<file path="config.mk">
export PLATFORM = sky130hd
export DESIGN_NAME = binary_merit_weighted_scheduler
export DESIGN_NICKNAME = d
export VERILOG_FILES = /design/src/hw/rtl/bmws_pkg.sv /design/src/hw/rtl/bmws_find.sv /design/src/hw/rtl/binary_merit_weighted_scheduler.sv
export VERILOG_INCLUDE_DIRS = /design/src /design/src/hw/rtl
export SDC_FILE = /design/constraint.sdc
export NUM_CORES = 2
export LEC_CHECK = 0
export BUFFER_PORTS_ARGS = -buffer_cell sky130_fd_sc_hd__buf_2
export CORE_MARGIN = 10
export CORE_UTILIZATION = 55
export CTS_CLUSTER_SIZE = 14
export DETAILED_ROUTE_END_ITERATION = 7
export PLACE_DENSITY = 0.68
export SLEW_MARGIN = 20
export SYNTH_ARGS = -nofsm -noshare
export SYNTH_HDL_FRONTEND = slang
export SYNTH_SLANG_ARGS = --single-unit
</file>
<file path="constraint.sdc">
create_clock -name clk -period 9.17 [get_ports clk]
set_input_delay 0 -clock clk [delete_from_list [all_inputs] [get_ports clk]]
set_output_delay 0 -clock clk [all_outputs]
set_load 0.005 [all_outputs]
</file>
<file path="src/hw/rtl/binary_merit_weighted_scheduler_defines.svh">
// ----------------------------------------------------------------------------
// Binary merit weighted scheduler assertion macros
// Shared concurrent assertion forms used at the end of the top level.
// ----------------------------------------------------------------------------
`ifndef BINARY_MERIT_WEIGHTED_SCHEDULER_DEFINES_SVH
`define BINARY_MERIT_WEIGHTED_SCHEDULER_DEFINES_SVH

// same-cycle implication
`define BMWS_ASSERT_IMPL(lbl, ante, cons, msg) \
	lbl: assert property (@(posedge clk) disable iff (!arst_n) (ante) |-> (cons)) \
		else $error(msg);

// next-cycle implication
`define BMWS_ASSERT_NEXT(lbl, ante, cons, msg) \
	lbl: assert property (@(posedge clk) disable iff (!arst_n) (ante) |=> (cons)) \
		else $error(msg);

`endif

</file>
<file path="src/hw/rtl/bmws_pkg.sv">
// ----------------------------------------------------------------------------
// Binary merit weighted scheduler package
// Operation codes, field widths and sequencer state type.
// ----------------------------------------------------------------------------
package bmws_pkg;

	localparam int ID_W    = 6;
	localparam int MERIT_W = 16;

	localparam logic OP_SET  = 1'b0;
	localparam logic OP_NEXT = 1'b1;

	typedef enum logic [1:0] {
		ST_IDLE,
		ST_CLEAR,
		ST_WALK
	} state_t;

endpackage

</file>
<file path="src/hw/rtl/bmws_find.sv">
// ----------------------------------------------------------------------------
// Member search unit
// Finds the lowest set bit of a plane row at or above a start position.
// ----------------------------------------------------------------------------
module bmws_find #(
	parameter int W  = 64,
	parameter int SW = 7
) (
	input  logic [W-1:0]  vec,
	input  logic [SW-1:0] start,
	output logic          found,
	output logic [SW-1:0] idx
);

	always_comb begin
		found = 1'b0;
		idx   = '0;
		// descend so the lowest qualifying member wins
		for (int i = W - 1; i >= 0; i--) begin
			if (vec[i] && (SW'(i) >= start)) begin
				found = 1'b1;
				idx   = SW'(i);
			end
		end
	end

endmodule

</file>
<file path="src/hw/rtl/binary_merit_weighted_scheduler.sv">
// ----------------------------------------------------------------------------
// Binary merit weighted scheduler
// A merit write first updates the plane rows, then resets any plane it
// emptied. A next request first picks the top plane, and then the sequencer
// visits one plane per cycle: each walk descends the chain of non-executing
// planes until an executing plane searches its row, and up to four walks are
// made. The single member search unit and the lower-plane encoder are shared
// by every step. No item is taken while a result waits at the output.
// ----------------------------------------------------------------------------
`include "binary_merit_weighted_scheduler_defines.svh"

module binary_merit_weighted_scheduler
	import bmws_pkg::*;
#(
	parameter int ITEMS      = 64,
	parameter int MERIT_BITS = 16
) (
	input  logic               clk,
	input  logic               arst_n,
	input  logic               in_valid,
	output logic               in_stall,
	input  logic               operation,
	input  logic [ID_W-1:0]    item_id,
	input  logic [MERIT_W-1:0] merit,
	output logic               out_valid,
	input  logic               out_stall,
	output logic [ID_W-1:0]    granted_item,
	output logic               none_active
);

	localparam int IW = (ITEMS > 1) ? $clog2(ITEMS) : 1;
	localparam int CW = IW + 1;
	localparam int PW = $clog2(MERIT_BITS);
	localparam int MB = MERIT_BITS;

	logic [ITEMS-1:0] member_q [MB];
	logic [MB-1:0]    exec_q;
	logic [MB-1:0]    pass_q [MB];
	logic [CW-1:0]    cursor_q [MB];

	state_t        state_q, state_d;
	logic [PW-1:0] p_q, top_q;
	logic [MB-1:0] path_q, drop_q;
	logic [1:0]    tries_q;

	logic            out_valid_q, none_q;
	logic [ID_W-1:0] item_q;

	logic            accept;
	logic [MB-1:0]   nonempty;
	logic            top_found, low_found;
	logic [PW-1:0]   top_idx, low_idx;
	logic [IW-1:0]   wid;
	logic            in_range;
	logic [MB-1:0]   old_m, new_m, clr_mask;
	logic [CW-1:0]   cur, start;
	logic            hit;
	logic [CW-1:0]   hit_idx;
	logic            pass_done;
	logic [MB:0]     rep;
	logic [PW-1:0]   gap;
	logic            fail, step_down, last_try;

	assign accept   = in_valid && !in_stall;
	assign in_stall = (state_q != ST_IDLE) || out_valid_q;
	assign wid      = IW'(item_id);
	assign in_range = 32'(item_id) < 32'(ITEMS);
	assign new_m    = MB'(merit);

	always_comb begin
		for (int p = 0; p < MB; p++) begin
			nonempty[p] = |member_q[p];
			old_m[p]    = member_q[p][wid];
		end
	end

	always_comb begin
		top_found = 1'b0;
		top_idx   = '0;
		low_found = 1'b0;
		low_idx   = '0;
		for (int p = 0; p < MB; p++) begin
			if (nonempty[p]) begin
				top_found = 1'b1;
				top_idx   = PW'(p);
			end
			if (nonempty[p] && (PW'(p) < p_q)) begin
				low_found = 1'b1;
				low_idx   = PW'(p);
			end
		end
	end

	assign cur   = cursor_q[p_q];
	assign start = (cur >= CW'(ITEMS)) ? '0 : cur + 1'b1;

	bmws_find #(.W(ITEMS), .SW(CW)) u_find (
		.vec   (member_q[p_q]),
		.start (start),
		.found (hit),
		.idx   (hit_idx)
	);

	// repeat count is 2^gap; the lowest plane repeats once
	assign gap       = p_q - low_idx - 1'b1;
	assign rep       = (MB + 1)'(1) << gap;
	assign pass_done = !low_found || (({1'b0, pass_q[p_q]} + 1'b1) >= rep);

	always_comb begin
		state_d   = state_q;
		fail      = 1'b0;
		step_down = 1'b0;
		unique case (state_q)
			ST_IDLE: begin
				if (accept) begin
					if (operation == OP_SET) state_d = ST_CLEAR;
					else if (top_found) state_d = ST_WALK;
				end
			end
			ST_CLEAR: state_d = ST_IDLE;
			ST_WALK: begin
				if (!exec_q[p_q]) begin
					if (low_found) step_down = 1'b1;
					else fail = 1'b1;
				end else if (!hit) begin
					fail = 1'b1;
				end
				if ((exec_q[p_q] && hit) || (fail && last_try)) state_d = ST_IDLE;
			end
			default: state_d = ST_IDLE;
		endcase
	end

	assign last_try = (tries_q == 2'd3);
	assign clr_mask = path_q | ((!exec_q[p_q]) ? (MB'(1) << p_q) : '0);

	always_ff @(posedge clk or negedge arst_n) begin
		if (!arst_n) begin
			state_q     <= ST_IDLE;
			out_valid_q <= 1'b0;
			none_q      <= 1'b0;
			item_q      <= '0;
			p_q         <= '0;
			top_q       <= '0;
			path_q      <= '0;
			drop_q      <= '0;
			tries_q     <= '0;
			exec_q      <= '1;
			for (int p = 0; p < MB; p++) begin
				member_q[p] <= '0;
				pass_q[p]   <= '0;
				cursor_q[p] <= CW'(ITEMS);
			end
		end else begin
			state_q <= state_d;
			if (out_valid_q && !out_stall) out_valid_q <= 1'b0;

			unique case (state_q)
				ST_IDLE: begin
					if (accept && operation == OP_SET) begin
						drop_q <= in_range ? (old_m & ~new_m) : '0;
						if (in_range) begin
							for (int p = 0; p < MB; p++) member_q[p][wid] <= new_m[p];
						end
					end else if (accept) begin
						top_q   <= top_idx;
						p_q     <= top_idx;
						path_q  <= '0;
						tries_q <= '0;
						if (!top_found) begin
							out_valid_q <= 1'b1;
							none_q      <= 1'b1;
							item_q      <= '0;
						end
					end
				end
				ST_CLEAR: begin
					// reset planes the write emptied
					for (int p = 0; p < MB; p++) begin
						if (drop_q[p] && !nonempty[p]) begin
							exec_q[p]   <= 1'b1;
							pass_q[p]   <= '0;
							cursor_q[p] <= CW'(ITEMS);
						end
					end
				end
				ST_WALK: begin
					if (exec_q[p_q]) begin
						if (hit) begin
							cursor_q[p_q] <= hit_idx;
							out_valid_q   <= 1'b1;
							none_q        <= 1'b0;
							item_q        <= ID_W'(hit_idx);
						end else begin
							cursor_q[p_q] <= CW'(ITEMS);
							pass_q[p_q]   <= pass_q[p_q] + 1'b1;
							if (pass_done) exec_q[p_q] <= 1'b0;
						end
					end else if (step_down) begin
						path_q[p_q] <= 1'b1;
						p_q         <= low_idx;
					end
					if (fail) begin
						// turn ended: reset every plane that handed down, and the current plane if it is not executing
						for (int p = 0; p < MB; p++) begin
							if (clr_mask[p]) begin
								exec_q[p]   <= 1'b1;
								pass_q[p]   <= '0;
								cursor_q[p] <= CW'(ITEMS);
							end
						end
						tries_q <= tries_q + 1'b1;
						p_q     <= top_q;
						path_q  <= '0;
						if (last_try) begin
							out_valid_q <= 1'b1;
							none_q      <= 1'b0;
							item_q      <= '0;
						end
					end
				end
				default: ;
			endcase
		end
	end

	assign out_valid    = out_valid_q;
	assign granted_item = item_q;
	assign none_active  = none_q;

	`BMWS_ASSERT_IMPL(a_none_zero, out_valid && none_active, granted_item == '0, "none_active with nonzero item")
	`BMWS_ASSERT_NEXT(a_accept_busy, accept, (state_q != ST_IDLE) || out_valid, "accepted item left no trace")
	`BMWS_ASSERT_IMPL(a_walk_empty_out, state_q == ST_WALK, !out_valid_q, "walk with result pending")

endmodule
</file>
# Word-level counts from Yosys, hierarchy flattened
# Cells that the tools add are included.
word_totals:
  regBits: 1460
  input_bits: 27
  output_inout_bits: 9
op_classes:
  n_addsub: 6
  magnitude_cmp: 88
  n_eq_ne: 27
  shifts: 2
  mux: 424
  bitwise: 12
  reduce_logical: 168
op_table:
  columns: ["op", "n"]
  rows:
  - ["64-bit bitwise mux", 16]
  - ["64-bit OR reduction", 16]
  - ["256-bit two-way mux", 3]
  - ["16-bit two-way mux", 45]
  - ["256-bit one-hot mux with 2 select lines", 1]
  - ["6-bit two-way mux", 71]
  - ["112-bit two-way mux", 3]
  - ["64-bit binary-select mux with 4-bit select", 1]
  - ["256-bit bitwise mux", 1]
  - ["7-bit two-way mux", 36]
  - ["6-bit by 7-bit greater-or-equal comparator with 1-bit output, first input constant", 32]
  - ["112-bit one-hot mux with 2 select lines", 1]
  - ["1-bit two-way mux", 172]
  - ["4-bit two-way mux", 33]
  - ["64-bit two-way mux", 2]
  - ["112-bit bitwise mux", 1]
  - ["5-bit by 7-bit greater-or-equal comparator with 1-bit output, first input constant", 16]
  - ["1-bit logical AND", 104]
  - ["96-bit AND", 1]
  - ["1-bit binary-select mux with 6-bit select", 16]
  - ["96-bit inverter", 1]
  - ["16-bit binary-select mux with 4-bit select", 1]
  - ["16-bit demux with 4-bit select", 1]
  - ["16-bit one-hot mux with 2 select lines", 2]
  - ["other kinds (51)", 151]

# Depth between registers and ports, before layout
depth:
  ltp_word: 79
  ltp_mapped: 39

# Hierarchy
# Synthesis repeated with hierarchy kept, for this count alone.
hier_totals:
  hier_cells: 6268
  hier_area_um2: 77389.2
modules_own_cells:
  columns: ["module", "instances", "cells_each", "area_per_inst_um2", "seq_area_each_um2"]
  rows:
  - ["binary_merit_weighted_scheduler", 1, 5917, 75247.2, 36575.1]
  - ["bmws_find", 1, 351, 2142.1, 0.0]

# Worst setup path after synthesis
# Ideal clock, no wire load.
synth_path:
  kind: "register to register"
  from: "register p_q[3]"
  to: "register exec_q[9]"
  setup_time_ps: 61
  t_arrival_ps: 7163
  path_slack_ps: 1946
  stages_incl_launch_ff: 38
  path_buffers: 9
  synth_period_minus_slack_ps: 7224
  path_cell_list: "dfrtp_1 buf_2 buf_2 inv_2 buf_2 buf_2 buf_2 buf_2 buf_2 clkbuf_1 nand2_1 nor2_1 nor3_1 nor2_1 o22a_1 o21a_1 o21ai_0 ha_1 [2 not listed] xnor2_1 xnor2_1 and2_1 nand3_1 ha_1 nor2b_1 o21a_1 o21a_1 o21a_1 o21a_1 o21a_1 o211ai_1 a31oi_1 o31ai_1 o311ai_1 buf_4 nand4_1 a22o_1"
synth_via:
  elab_chain_len: 78
  word_cells_on_any_way: 298
  cone_classes: "add/sub: 4; order compare: 84; shift: 2; mux: 121; bitwise: 4; reduce/logical: 83"
synth_lines:
  columns: ["element", "line", "text"]
  rows:
  - ["start, declared", "binary_merit_weighted_scheduler.sv:42", "logic [PW-1:0] p_q, top_q;"]
  - ["start signal, assigned", "binary_merit_weighted_scheduler.sv:167", "p_q <= top_idx;"]
  - ["start signal, assigned", "binary_merit_weighted_scheduler.sv:201", "p_q <= low_idx;"]
  - ["start signal, assigned", "binary_merit_weighted_scheduler.sv:213", "p_q <= top_q;"]
  - ["4-bit inverter with 5-bit output (implied by the code)", "binary_merit_weighted_scheduler.sv:94, binary_merit_weighted_scheduler.sv:98, binary_merit_weighted_scheduler.sv:107", null]
  - ["7-bit binary-select mux with 4-bit select", "binary_merit_weighted_scheduler.sv:94", "assign cur = cursor_q[p_q];"]
  - ["7-bit two-way mux (implied by the code) (2 in series)", "binary_merit_weighted_scheduler.sv:94", null]
  - ["7-bit by 1-bit adder with 7-bit output / 7-bit greater-or-equal comparator (equally long branches)", "binary_merit_weighted_scheduler.sv:95", "assign start = (cur >= CW'(ITEMS)) ? '0 : cur + 1'b1;"]
  - ["7-bit two-way mux", "binary_merit_weighted_scheduler.sv:95", null]
  - ["6-bit by 7-bit greater-or-equal comparator with 1-bit output", "bmws_find.sv:20", "if (vec[i] && (SW'(i) >= start)) begin"]
  - ["1-bit logical AND", "bmws_find.sv:20", null]
  - ["1-bit two-way mux (64 in series)", "bmws_find.sv:20", null]
  - ["1-bit two-way mux", "binary_merit_weighted_scheduler.sv:125", "end else if (!hit) begin"]
  - ["1-bit two-way mux", "binary_merit_weighted_scheduler.sv:122", "if (!exec_q[p_q]) begin"]
  - ["1-bit two-way mux (2 in series)", "binary_merit_weighted_scheduler.sv:113", "unique case (state_q)"]
  - ["16-bit two-way mux *", "binary_merit_weighted_scheduler.sv:203", "if (fail) begin"]
  - ["16-bit one-hot mux with 2 select lines *", "binary_merit_weighted_scheduler.sv:158", "unique case (state_q)"]
  - ["end signal, assigned by index", "binary_merit_weighted_scheduler.sv:181", "exec_q[p] <= 1'b1;"]
  - ["end signal, assigned by index", "binary_merit_weighted_scheduler.sv:197", "if (pass_done) exec_q[p_q] <= 1'b0;"]
  - ["end signal, assigned by index", "binary_merit_weighted_scheduler.sv:207", "exec_q[p] <= 1'b1;"]
  - ["end, declared", "binary_merit_weighted_scheduler.sv:37", "logic [MB-1:0] exec_q;"]
# Mark *: on every way between the ends. The rest lies on a longest branch, timed or not. The select of a mux whose other input is x is not followed.
# A chain may end at the register's enable or synchronous reset.

# Final worst setup path
layout_path:
  from: "register member_q[724] in the netlist's numbering"
  to: "register exec_q[11]"
layout_via:
  elab_chain_len: 31
  word_cells_on_any_way: 68
  cone_classes: "add/sub: 2; order compare: 1; shift: 1; mux: 59; reduce/logical: 5"
layout_lines:
  columns: ["element", "line", "text"]
  rows:
  - ["start, declared", "binary_merit_weighted_scheduler.sv:36", "logic [ITEMS-1:0] member_q [MB];"]
  - ["start signal, assigned by index", "binary_merit_weighted_scheduler.sv:150", "member_q[p] <= '0;"]
  - ["branches (longest 29 deep; another with 64-bit OR reduction)", null, null]
  - ["16-bit two-way mux *", "binary_merit_weighted_scheduler.sv:203", null]
  - ["16-bit one-hot mux with 2 select lines *", "binary_merit_weighted_scheduler.sv:158", null]
# Mark *: on every way between the ends. The select of a mux whose other input is x is not followed.

==> run_results.csv <==
group,metric,value,unit
status,outcome,"complete, but fails checks",
status,violations,"negative hold slack",
global_route,grt_usage,0.400,
place,dpl-instance-area,80700,um^2
cells_and_area,final_common_cell,"dfrtp_1",
worst_setup_path,path_max_fanout,8,
synth,syn_area,78600,um^2
cells_and_area,syn2layout_area_growth,9.83,%
sta,finalClockSkew,50.6,ps
sta,drv_slew,0,
worst_setup_path,worst_path_largest_cell_delay,970,ps
die,core_area,142000,um^2
power_and_ir_drop,total_leakage_power,37.8,nW
clock_tree,postCtsSetupBuffers,0,
cells_and_area,final_cell_mix,"dfrtp_1 (1424), mux2_2 (1032), mux4_2 (415)",
global_route,grt_max_degree,168,
synth,synthArstFlopShare,1.00,
clock_tree,clock-sinks,1460,
die,die_w,398,um
clock_tree,clk_path_buf_depth,3,
synth,synth_simple_gate_area_frac,0.0777,
sta,hold_viol,36,
job,maxCapViolations,0,
synth,synth_seq_cells,1460,
synth,synth_flop_cell,"dfrtp_1",
routing,ant_nets,0,
routing,vias_per_cell,7.88,
worst_setup_path,start_kind,"flop",
die,ios,36,
min_path,hp-class,"input pin to asynchronous set/reset pin",
clock_tree,root_buffer,"clkbuf_16",
power_and_ir_drop,peakVddDrop,0.235,mV
global_route,grt_pass1_wl,465,mm
worst_setup_path,slowest_stage,"nor4_2",
synth,yosysUniqueCellTypes,103,
worst_setup_path,crit_type,"flop to flop",
worst_setup_path,path_buf_inv,3,
sta,setup_tns,0,ps
routing,vias,64400,
worst_setup_path,setup.worst_path.end_class,"flop",
cells_and_area,layout.nets,6190,
die,num_rows,138,
die,die_h,398,um
cells_and_area,final_area,86300,um^2
clock_tree,cts_tree,"built",
synth,synth_edf_count,0,
sta,slew_headroom,0.0887,
synth,synth_adder_area_share,0.00376,
die,die-area,158000,um^2
clock_tree,htreeDepth,4,
die,start_util,0.554,
synth,syn_inst,6296,
sta,whs,-70.7,ps
synth,synth_area_leader_cell,"dfrtp_1",
routing,drc,0,
synth,synth_compound_area_frac,0.145,
place,hpwl,222,mm
clock_tree,clkTransAtPathRegs,60,ps
routing,finalWirelength,323,mm
worst_setup_path,crit_top_cell,"o21a_1",
clock_tree,clkLatencyLatePin,840,ps
power_and_ir_drop,p_per_area,273,nW/um^2
synth,synth_top_family_by_area,"multiplexers",
clock_tree,cts_resized,0,
worst_setup_path,required,9920,ps
synth,yosysTopAreaCellShare,0.455,
worst_setup_path,worstPathArrival,9010,ps
routing,drtIter0Drc,10300,
synth,yosysSeqAreaShare,0.465,
sta,worst_pin_slew,1350,ps
sta,max_freq,121,MHz
synth,muxShareOfSynthArea,0.270,
global_route,grt_pass1_vias,62700,
synth,syn_area_per_cell,12.5,um^2
worst_setup_path,critical_path.top_delay_family,"compound AO/OA/AOI/OAI gates",
place,gp_congestion,1.07,
synth,synth_area_leaders,"dfrtp_1 (45%), mux2_2 (15%), mux4_2 (12%), a22oi_1 (3.8%), nor4_1 (2.2%)",
global_route,antenna_found_initial,41,
sta,rsz0062_at_grt,"no",
clock_tree,cts_buffers,160,
place,numPortBuffers,35,
sta,fin_crit_sh,0.900,
routing,firstDrtPassIters,8,
sta,finalSetupViolations,0,
synth,synth_xor_area_frac,0.00232,
sta,timing.final.crit_period,8260,ps
global_route,grt.overflow.total,0,
synth,yosysWarnings,0,
cells_and_area,drive_gt1_frac,0.330,
synth,synth.net_count,6346,
clock_tree,hold_buffers,8,
routing,wl_per_cell,39.5,um
## logic make-up after synthesis
kind of cell	Yosys count
xor+xnor	20
flops	1460
mux	1468
buf+inv	670
fa+ha+maj	23
simple gates	1157
compound gates	1498
## metal layers
layer / global-route usage / routed length, um / vias up
li1: - / - / 24900
met1: 0.490 / 111000 / 33200
met2: 0.597 / 142000 / 5024
met3: 0.142 / 41600 / 1305
met4: 0.265 / 27400 / 38
met5: 0 / 253 / -
## Yosys cell counts (all sizes together) (22+ instances only)
| library cell | number |
|---|---|
| clkbuf | 413 |
| o211ai | 35 |
| dfrtp | 1428 |
| a221oi | 82 |
| o31ai | 26 |
| nor4 | 285 |
| a31oi | 72 |
| nand2 | 328 |
| nor2 | 133 |
| nand4 | 159 |
| buf | 140 |
| a22o | 181 |
| a22oi | 396 |
| nand3 | 87 |
| a32o | 82 |
| o2bb2ai | 61 |
| o32ai | 23 |
| mux4 | 415 |
| a21oi | 123 |
| o22ai | 122 |
| inv | 113 |
| nor3 | 47 |
| o21ai | 113 |
| ha | 22 |
| dfstp | 32 |
| mux2 | 1034 |
## worst reg2reg max path, delay by kind of cell (launching register included)
kind | cells | cell delay [ps]
AOI/OAI and AO/OA | 18 | 3130
xor gates and xnor gates | 2 | 410
adders and majority gates | 2 | 570
buffers and inverters | 3 | 640
DFF | 1 | 410
and+or+nand+nor | 8 | 3010
## metrics by stage
step / power, mW / cells / util / setup WS [ps]
floorplan: 13.1 / 6296 / - / 1950
global placement: 16.4 / 7859 / 0.569 / 1550
detailed placement: 16.5 / 7860 / 0.569 / 1600
CTS: 23.2 / 8156 / 0.608 / 1460
global route: 24.2 / 8157 / 0.608 / 736
finish: 23.6 / 8170 / 0.609 / 914
## sequential cells by signal, summed over array words and instances, names as in the netlist, 2 cells and up
| register | cells |
|---|---|
| cursor_q | 112 |
| granted_item | 6 |
| drop_q | 16 |
| pass_q | 256 |
| tries_q | 2 |
| p_q | 4 |
| state_q | 2 |
| exec_q | 16 |
| top_q | 4 |
| path_q | 16 |
| member_q | 1024 |
## worst paths after layout
| path | cells after the start | slack, ps | end | startpoint |
|---|---|---|---|---|
| worst max register to register | 33 | 910 | exec_q[11] | member_q[724] |
| min in group clk | 3 | 30 | member_q[572] | merit[7] |
| worst min register to register | 2 | 470 | cursor_q[20] | cursor_q[20] |
| max in group asynchronous | 4 | 7550 | member_q[691] | arst_n |
| worst max-delay path | 33 | 910 | exec_q[11] | member_q[724] |
| worst min-delay path | 3 | -70 | pass_q[116] | arst_n |
## area by class of cell
| class | count | area [um^2] |
|---|---|---|
| clock buffers | 234 | 4720 |
| well taps | 1890 | 2360 |
| repair buffers | 235 | 1920 |
| inverters | 117 | 444 |
| clock inverters | 54 | 746 |
| diodes | 14 | 35.0 |
| multi-input cells | 4166 | 39500 |
| fillers | 11100 | 55500 |
| flip-flops and latches | 1460 | 36600 |
## report_power, final
part | internal [mW] | total [mW] | switching, mW | leakage (nW)
Combinational | 3.03 | 8.92 | 5.89 | 15.1
Clock | 3.89 | 6.74 | 2.84 | 2.68
Sequential | 7.05 | 7.93 | 0.881 | 20.0
Total | 14.0 | 23.6 | 9.61 | 37.8
(Power assumes the default switching activity.)
